File: config.mk
export PLATFORM = sky130hd
export DESIGN_NAME = ggc_cordic
export DESIGN_NICKNAME = d
export VERILOG_FILES = /design/src/rtl/ggc_pkg.sv /design/src/rtl/ggc_cordic.sv
export SDC_FILE = /design/constraint.sdc
export NUM_CORES = 1
export LEC_CHECK = 0
export ABC_CLOCK_PERIOD_IN_PS = 5900
export BUFFER_PORTS_ARGS = -buffer_cell sky130_fd_sc_hd__buf_2
export CAP_MARGIN = 25
export CELL_PAD_IN_SITES_DETAIL_PLACEMENT = 2
export CELL_PAD_IN_SITES_GLOBAL_PLACEMENT = 2
export CORE_MARGIN = 3
export CORE_UTILIZATION = 37
export DETAILED_ROUTE_END_ITERATION = 8
export GPL_TIMING_DRIVEN = 0
export PLACE_DENSITY = 0.9
export SETUP_SLACK_MARGIN = 0.02
export SLEW_MARGIN = 40
export SYNTH_ARGS = -nofsm -noshare
export SYNTH_HDL_FRONTEND = slang
export SYNTH_SLANG_ARGS = --single-unit
File: constraint.sdc
create_clock -name clk_i -period 5.9 [get_ports clk_i]
set_clock_uncertainty 0.15 [all_clocks]
set_input_delay 1.18 -clock clk_i [delete_from_list [all_inputs] [get_ports clk_i]]
set_output_delay 1.18 -clock clk_i [all_outputs]
set_load 0.05 [all_outputs]
File: src/rtl/ggc_pkg.sv
// package for the go-to-goal pose controller
// fixed widths, constants, register codes and the cordic arctangent table
// no dependencies
`default_nettype none

package ggc_pkg;

  // fixed field widths
  localparam int HEAD_W     = 15;
  localparam int CMD_W      = 16;
  localparam int GAIN_W     = 8;
  localparam int DTOL_W     = 15;
  localparam int ATOL_W     = 14;
  localparam int CFG_IDX_W  = 2;
  localparam int CFG_DATA_W = 16;

  // internal angle widths
  localparam int Z_W   = 21;   // cordic angle accumulator, rad * 2^16
  localparam int ANG_W = 17;   // bearing in q3.12 after rounding
  localparam int ERR_W = 18;   // heading error before and after wrapping

  // fixed point constants
  localparam int PI_Q16    = 205887;
  localparam int PRESCALE  = 8;
  localparam int GOAL_RST  = 5678;
  localparam int ANG_RND   = 8;
  localparam int MAG_SHIFT = 24;
  localparam int MAG_RND   = 1 << 23;

  // 1/K = 39797 / 2^16, split into two byte-wide partial products
  localparam logic [7:0] INV_GAIN_HI = 8'd155;
  localparam logic [7:0] INV_GAIN_LO = 8'd117;

  localparam logic signed [ERR_W-1:0] PI_Q12     = 18'sd12868;
  localparam logic signed [ERR_W-1:0] TWO_PI_Q12 = 18'sd25736;

  // reset values of the configuration registers
  localparam logic [GAIN_W-1:0] LIN_GAIN_RST = 8'd128;
  localparam logic [GAIN_W-1:0] ANG_GAIN_RST = 8'd128;
  localparam logic [DTOL_W-1:0] DIST_TOL_RST = 15'd102;
  localparam logic [ATOL_W-1:0] ANG_TOL_RST  = 14'd410;

  typedef enum logic [CFG_IDX_W-1:0] {
    REG_LIN_GAIN = 2'd0,
    REG_ANG_GAIN = 2'd1,
    REG_DIST_TOL = 2'd2,
    REG_ANG_TOL  = 2'd3
  } reg_idx_e;

  // atan(2^-i) in rad * 2^16
  function automatic logic [16:0] atan_q16(input logic [4:0] idx);
    logic [16:0] val;
    case (idx)
      5'd0:    val = 17'd51472;
      5'd1:    val = 17'd30385;
      5'd2:    val = 17'd16055;
      5'd3:    val = 17'd8150;
      5'd4:    val = 17'd4091;
      5'd5:    val = 17'd2047;
      5'd6:    val = 17'd1024;
      5'd7:    val = 17'd512;
      5'd8:    val = 17'd256;
      5'd9:    val = 17'd128;
      5'd10:   val = 17'd64;
      5'd11:   val = 17'd32;
      5'd12:   val = 17'd16;
      5'd13:   val = 17'd8;
      5'd14:   val = 17'd4;
      5'd15:   val = 17'd2;
      5'd16:   val = 17'd1;
      default: val = 17'd0;
    endcase
    return val;
  endfunction

endpackage

`default_nettype wire

File: src/rtl/ggc_cordic.sv
// iterative cordic vectoring unit: bearing and scaled magnitude of (dx, dy)
// one shift-add step per cycle, then two byte partial products for 1/K; depends on ggc_pkg
`default_nettype none

module ggc_cordic import ggc_pkg::*; #(
  parameter int CORDIC_STEPS = 16,
  parameter int POS_WIDTH    = 16
) (
  input  wire                           clk_i,
  input  wire                           rst_ni,
  input  wire                           start_i,
  input  wire logic signed [POS_WIDTH:0] dx_i,
  input  wire logic signed [POS_WIDTH:0] dy_i,
  output logic                          done_o,
  output logic signed [ANG_W-1:0]       ang_o,
  output logic [POS_WIDTH+1:0]          dist_o
);

  localparam int XW = POS_WIDTH + 11;
  localparam int IW = (CORDIC_STEPS > 1) ? $clog2(CORDIC_STEPS) : 1;
  localparam int MW = XW + 15;
  localparam logic [IW-1:0] LAST_STEP = IW'(CORDIC_STEPS - 1);

  typedef enum logic [3:0] {
    C_IDLE = 4'b0001,
    C_ITER = 4'b0010,
    C_MHI  = 4'b0100,
    C_MLO  = 4'b1000
  } cstate_e;

  cstate_e                 state_q, state_d;
  logic signed [XW-1:0]    x_q, x_d, y_q, y_d;
  logic signed [Z_W-1:0]   z_q, z_d;
  logic [IW-1:0]           step_q, step_d;
  logic [MW-1:0]           acc_q, acc_d;
  logic                    done_q, done_d;

  logic signed [XW-1:0]    x_pre, y_pre, xs, ys;
  logic signed [Z_W-1:0]   at, z_rnd;
  logic [XW-2:0]           x_u;

  assign x_pre = XW'(dx_i) <<< PRESCALE;
  assign y_pre = XW'(dy_i) <<< PRESCALE;
  assign xs    = x_q >>> step_q;
  assign ys    = y_q >>> step_q;
  assign at    = signed'(Z_W'(atan_q16(5'(step_q))));
  assign x_u   = x_q[XW-2:0];

  always_comb begin
    state_d = state_q;
    x_d     = x_q;
    y_d     = y_q;
    z_d     = z_q;
    step_d  = step_q;
    acc_d   = acc_q;
    done_d  = 1'b0;
    unique case (state_q)
      C_IDLE: begin
        if (start_i) begin
          // left half plane: pre-rotate by pi
          if (x_pre < 0) begin
            x_d = -x_pre;
            y_d = -y_pre;
            z_d = (y_pre >= 0) ? Z_W'(PI_Q16) : -Z_W'(PI_Q16);
          end else begin
            x_d = x_pre;
            y_d = y_pre;
            z_d = '0;
          end
          step_d  = '0;
          state_d = C_ITER;
        end
      end
      C_ITER: begin
        if (y_q >= 0) begin
          x_d = x_q + ys;
          y_d = y_q - xs;
          z_d = z_q + at;
        end else begin
          x_d = x_q - ys;
          y_d = y_q + xs;
          z_d = z_q - at;
        end
        if (step_q == LAST_STEP) begin
          state_d = C_MHI;
        end else begin
          step_d = step_q + 1'b1;
        end
      end
      C_MHI: begin
        acc_d   = MW'(x_u) * MW'(INV_GAIN_HI);
        state_d = C_MLO;
      end
      C_MLO: begin
        acc_d   = (acc_q << 8) + MW'(x_u) * MW'(INV_GAIN_LO) + MW'(MAG_RND);
        done_d  = 1'b1;
        state_d = C_IDLE;
      end
      default: state_d = C_IDLE;
    endcase
  end

  always_ff @(posedge clk_i or negedge rst_ni) begin
    if (!rst_ni) begin
      state_q <= C_IDLE;
      step_q  <= '0;
      done_q  <= 1'b0;
    end else begin
      state_q <= state_d;
      step_q  <= step_d;
      done_q  <= done_d;
    end
  end

  always_ff @(posedge clk_i) begin
    x_q   <= x_d;
    y_q   <= y_d;
    z_q   <= z_d;
    acc_q <= acc_d;
  end

  // bearing rounded half up to q3.12
  assign z_rnd  = z_q + Z_W'(ANG_RND);
  assign ang_o  = z_rnd[Z_W-1:4];
  assign dist_o = acc_q[MW-1:MAG_SHIFT];
  assign done_o = done_q;

endmodule

`default_nettype wire

### Word-level counts from Yosys, hierarchy flattened

Memories as Yosys holds them, arrays and structs flattened.
Index checks and enable logic that the tools add are counted.

* memories: 1
* memory bits (read-only): 256
* register bits after elaboration: 126
* output and inout port bits: 36

Memory list
* (no name shown): words 16, width 16, rd ports 1, clocked after memory_dff 0, wr ports 0, RTL line ggc_pkg.sv:53 `case (idx)`

* multipliers: 2
* mux-type cells: 21
* equality and inequality tests: 8
* reduce and logical (&&, ||, !) cells: 5
* shift-type cells: 2
* $lt $le $gt $ge: 3
* add/sub/neg operators: 12

Operator list (count)
* 27-bit two-way mux: 6
* 27-bit case mux with 2 select lines: 2
* 21-bit two-way mux: 4
* 42-bit case mux with 2 select lines: 1
* 27-bit adder: 2
* 25-bit negator with 27-bit output: 2
* 27-bit by 4-bit >>> shifter with 27-bit output: 2
* 27-bit subtractor: 2
* 42-bit by 24-bit adder with 42-bit output, second input constant: 1
* 42-bit by 33-bit adder with 42-bit output: 1
* 21-bit case mux with 2 select lines: 1
* 26-bit by 8-bit multiplier with 34-bit output, second input constant: 1
* 26-bit by 7-bit multiplier with 33-bit output, second input constant: 1
* 27-bit by 1-bit >= comparator with 1-bit output, second input constant: 1
* 25-bit by 1-bit >= comparator with 1-bit output, second input constant: 1
* 25-bit by 1-bit less-than comparator with 1-bit output, second input constant: 1
* 21-bit by 18-bit adder with 21-bit output: 1
* 21-bit by 5-bit adder with 21-bit output, second input constant: 1
* 21-bit by 18-bit subtractor with 21-bit output: 1
* 4-bit two-way mux: 4
* 4-bit case mux with 3 select lines: 1
* 4-bit equality test, second input constant: 2
* 4-bit case mux with 2 select lines: 1
* 2-bit != test, second input constant: 3
* 8 further kinds: 10

### Depth between registers and ports, before layout

* word-level depth: 5
* gate-level depth with buffers: 27
* depth with buffers taken out: 23

### Least setup slack after synthesis

OpenSTA, ideal clock, no wires.

* path type: register to register
* start: register step_q[0]
* end: register z_q[20] (data pin)
* required time: 5.477 ns
* arrival time: 5.596 ns
* setup time: 0.273 ns
* period minus slack after synthesis: 6.020 ns
* stages on the path, launching flop included: 25
* buffers on the path: 5
* setup slack: -0.120 ns
* path through: dfrtp_1 -> buf_2 -> inv_2 -> buf_1 -> buf_2 -> buf_1 -> ha_1 -> o21bai_1 -> a22o_1 -> a211o_1 -> nand2b_1 -> or3_1 -> nand2_1 -> xor2_1 -> ha_1 -> clkbuf_1 -> a21oi_1 -> inv_1 -> a2111oi_0 -> o31ai_1 -> or4_1 -> a31o_2 -> a211oi_1 -> mux2i_1 -> o211ai_1

* longest elaborated chain between the ends: 4
* elaborated cells between the ends (all ways): 5
* those cells by class: add/sub (2); mux (2); memory (1)

Ends and longest elaborated chain
* start, declared: RTL line ggc_cordic.sv:34 `logic [IW-1:0] step_q, step_d;`
* start signal, assigned: RTL line ggc_cordic.sv:110 `step_q <= step_d;`
* memory read 16 x 16 bit *
* 21-bit by 18-bit subtractor with 21-bit output or 21-bit by 18-bit adder with 21-bit output (tied branches): RTL line ggc_cordic.sv:82, ggc_cordic.sv:78
* 21-bit two-way mux *: RTL line ggc_cordic.sv:75 `if (y_q >= 0) begin`
* 21-bit case mux with 2 select lines *: RTL line ggc_cordic.sv:57 `unique case (state_q)`
* via z_d[20]: RTL line ggc_cordic.sv:33 `logic signed [Z_W-1:0] z_q, z_d;`
* end signal, assigned: RTL line ggc_cordic.sv:118 `z_q <= z_d;`
* end, declared: RTL line ggc_cordic.sv:33

Mark *: on every way through the listed nets, which the timed path passes. The rest lies on a longest branch.
A chain may end at the register's enable or synchronous reset.

### Worst setup path in the final report

* start: register x_q[5]
* end: register acc_q[19] (data pin)

* longest elaborated chain between the ends: 4
* elaborated cells between the ends (all ways): 5
* those cells by class: add/sub (2); mul (2); mux (1)

Ends and longest elaborated chain
* start, declared: RTL line ggc_cordic.sv:32 `logic signed [XW-1:0] x_q, x_d, y_q, y_d;`
* start signal, assigned: RTL line ggc_cordic.sv:116 `x_q <= x_d;`
* 26-bit by 7-bit multiplier with 33-bit output: RTL line ggc_cordic.sv:95 `acc_d = (acc_q << 8) + MW'(x_u) * MW'(INV_GAIN_LO) + MW'(MAG_RND);`
* 42-bit by 33-bit adder with 42-bit output: RTL line ggc_cordic.sv:95
* 42-bit by 24-bit adder with 42-bit output: RTL line ggc_cordic.sv:95
* 42-bit case mux with 2 select lines *: RTL line ggc_cordic.sv:57
* via acc_d[19]: RTL line ggc_cordic.sv:35 `logic [MW-1:0] acc_q, acc_d;`
* end signal, assigned: RTL line ggc_cordic.sv:119 `acc_q <= acc_d;`
* end, declared: RTL line ggc_cordic.sv:35

Marks and branches as above.

==> flow_summary_export.csv <==
group,metric,value,unit
clock_tree,cts-root-buf,"clkbuf_16",
floorplan,die_y,256.9,µm
timing,hold_viol,0,
layout,final_cell_mix,"inv_1 (350), ha_1 (252), nand2_1 (227)",
layout,nNetsFinal,3313,
timing,rsz0062_at_grt,"true",
layout,layout-drive-gt1-share,17.92,%
detailed_routing,drc,0,
synth,yosysWarnings,0,
grt,grt_usage,32.58,%
synth,avgSynthCellArea,8.798,µm²
job,maxCapViolCount,0,
placed_design,hpwlAfterDp,80570,µm
grt,grt_pass1_vias,25940,
grt,grt_pass1_wl,162500,µm
setup_path,endpoint_kind,"flip-flop",
synth,synth-seq-cells,126,
timing,worst_pin_slew,0.9435,ns
synth,synth_ff_type,"edfxtp_1",
setup_path,critPathMaxStageDelay,0.57,ns
floorplan,rows,91,
floorplan,io_pins,73,
floorplan,die_width,256.9,µm
synth,synth.cell_area,23290,µm²
detailed_routing,routedWlPerCell,30.84,µm
detailed_routing,vias,22820,
clock_tree,cts_tree,"yes",
timing,setup-violations-final,8,
detailed_routing,via_per_inst,6.182,
synth,async_reset_ff_share,7.143,%
timing,slew_violations,0,
setup_path,cp_data_required_time,5.97,ns
clock_tree,cts_made_buffers,17,
placed_design,gp_congestion,1.034,
setup_path,arrival,6.01,ns
floorplan,initial_core_util,37.60,%
run_status,violations,"negative setup slack",
setup_path,critPathMaxFanout,4,
clock_tree,clk_latency,0.52,ns
grt,grt_max_degree,43,
synth,synth_fp_nets,3121,
clock_tree,clockBufferDepth,2,
synth,synth_cells,2647,
setup_path,cp-start-kind,"flip-flop",
synth,synth-seq-area-share,16.06,%
grt,antenna_found_initial,1,
hold_path,hp-class,"input port to asynchronous set/reset pin",
detailed_routing,drtIter0Drc,1768,
clock_tree,cts_sinks,126,
layout,area_growth,16.40,%
timing,setup_ws,-0.04333,ns
detailed_routing,antenna_left,0,
detailed_routing,dr.pass1.iters,6,
timing,max-slew-margin-rel,37.10,%
setup_path,crit_chain,"clkinvlp_4, buf_4, fa_1, inv_1, fa_1, inv_1, fa_1, inv_1, ha_1, ha_1, or3_4, a311oi_4, o21ai_2, a311oi_4, buf_4, buf_4, o21bai_1, a211oi_1, o31ai_1",
clock_tree,cts_hold_buf,0,
setup_path,cpMaxStageDelayCell,"fa_1",
grt,grt.overflow.total,0,
placed_design,numPortBuffers,71,
clock_tree,path_clk_slew,0.07,ns
timing,max_freq,168.3,MHz
layout,layout_commonest_cell,"inv_1",
clock_tree,cts_htree_levels,4,
synth,ys_types,90,
timing,fin_setup_tns,-0.2251,ns
floorplan,die-area,65980,µm²
setup_path,worstSetupPathType,"flip-flop to flip-flop",
timing,finalCritPeriodShare,100.7,%
timing,period_minus_slack,5.943,ns
run_status,outcome,"finished with violations",
floorplan,placeableCoreArea,61940,µm²
synth,synth-edff-count,117,
placed_design,place_ws,-2.478,ns
detailed_routing,drt_wl_total,113800,µm
## routing by layer
metal	GRT usage (%)	wire, µm	vias to the layer above
met5	0	13	-
met4	19.56	8253	2
met3	6.928	7794	468
met2	57.70	56250	1150
met1	35.82	41510	11590
li1	-	-	9605
## logic make-up (layout without fill, tap and decap cells)
logic type | Yosys count | count (layout) | synth area share, %
simple gates | 653 | 653 | 13.56
fa+ha+maj | 437 | 437 | 28.77
xor+xnor | 210 | 210 | 7.898
mux | 136 | 136 | 8.543
flops | 126 | 126 | 16.06
buf+inv | 471 | 676 | 8.349
other cells | 0 | 2 | 0
compound gates | 614 | 614 | 16.83
## per-stage QoR
| stage | utilization (%) | area (µm²) | cells | hold WS [ns] |
|---|---|---|---|---|
| after CTS | 42.37 | 26240 | 3646 | 0.3446 |
| final | 43.76 | 27110 | 3691 | 0.3721 |
| after global placement | 39.86 | 24690 | 3555 | 0.3843 |
| after global routing | 43.75 | 27100 | 3689 | 0.3684 |
| after detailed placement | 40.17 | 24880 | 3569 | 0.4414 |
| after floorplan | - | 23290 | 2647 | 0.3345 |
## registers in the layout, summed over array words and instances (netlist names)
name     cells
z_q         21
state_q      4
done_o       1
step_q       4
y_q         27
acc_q       42
x_q         27
## area by class of cell
cell class              count  area, µm²
clock inverters            15      183.9
multi-input cells        2050      18290
clock buffers              17      425.4
flip-flops and latches    126       3744
diodes                      2      5.005
inverters                 363       1399
fillers                  6744      34830
repair buffers            177       1252
well taps                 837       1047
plain buffers             104      762.0
## repair_timing
item	CTS	global route
buffers inserted	46	45
endpoints found under the setup margin	90	47
pin swaps	13	33
gates resized for setup	123	136
## worst paths after layout
path	start	endpoint	slack [ns]	cells after the start
min in group clk_i	state_q[3]	state_q[3]	0.45	1
setup / recovery	x_q[5]	acc_q[19]	-0.04	19
setup reg to reg	x_q[5]	acc_q[19]	-0.04	19
hold / removal	rst_ni	state_q[2]	0.37	1
max in group asynchronous	rst_ni	state_q[0]	4.97	1
hold reg to reg	state_q[3]	state_q[3]	0.45	1
## worst max-delay path: cells and delay by family, from the launching register on
family          cells  cell delay (ns)
simple gates        1             0.45
buf+inv             7             0.82
compound gates      6             1.53
fa+ha+maj           5             2.22
flops               1             0.45
## synth_stat cells, types with 10 or more instances
master,count,area (µm²)
a21o_1,69,518.0
xnor2_1,127,1112
edfxtp_1,117,3513
a31oi_1,16,100.1
mux4_2,32,720.7
nor3_1,29,145.1
inv_1,361,1355
and2_1,17,106.4
a21oi_1,153,765.7
a211oi_1,20,150.1
a31o_2,10,87.58
and3_1,23,143.9
buf_4,24,180.2
nor2b_1,22,137.6
nand3_1,50,250.2
nand4_1,10,62.56
fa_1,164,3283
mux2_2,32,360.4
nand2b_1,39,244.0
o31ai_1,30,225.2
clkbuf_1,55,206.5
or2_2,14,87.58
buf_2,11,55.05
mux4_1,10,262.8
o21bai_1,22,165.2
xor2_1,83,727.0
o22ai_1,13,81.33
ha_1,273,3416
o21ai_0,166,830.8
mux2i_1,60,600.6
o21a_1,18,135.1
or3_1,15,93.84
o211ai_1,10,75.07
nand2_1,229,859.6
nor2_1,154,578.1
Power is left out: the tool's default activity adds up to more than one toggle a clock period on the data nets, which glitch-free logic cannot reach.
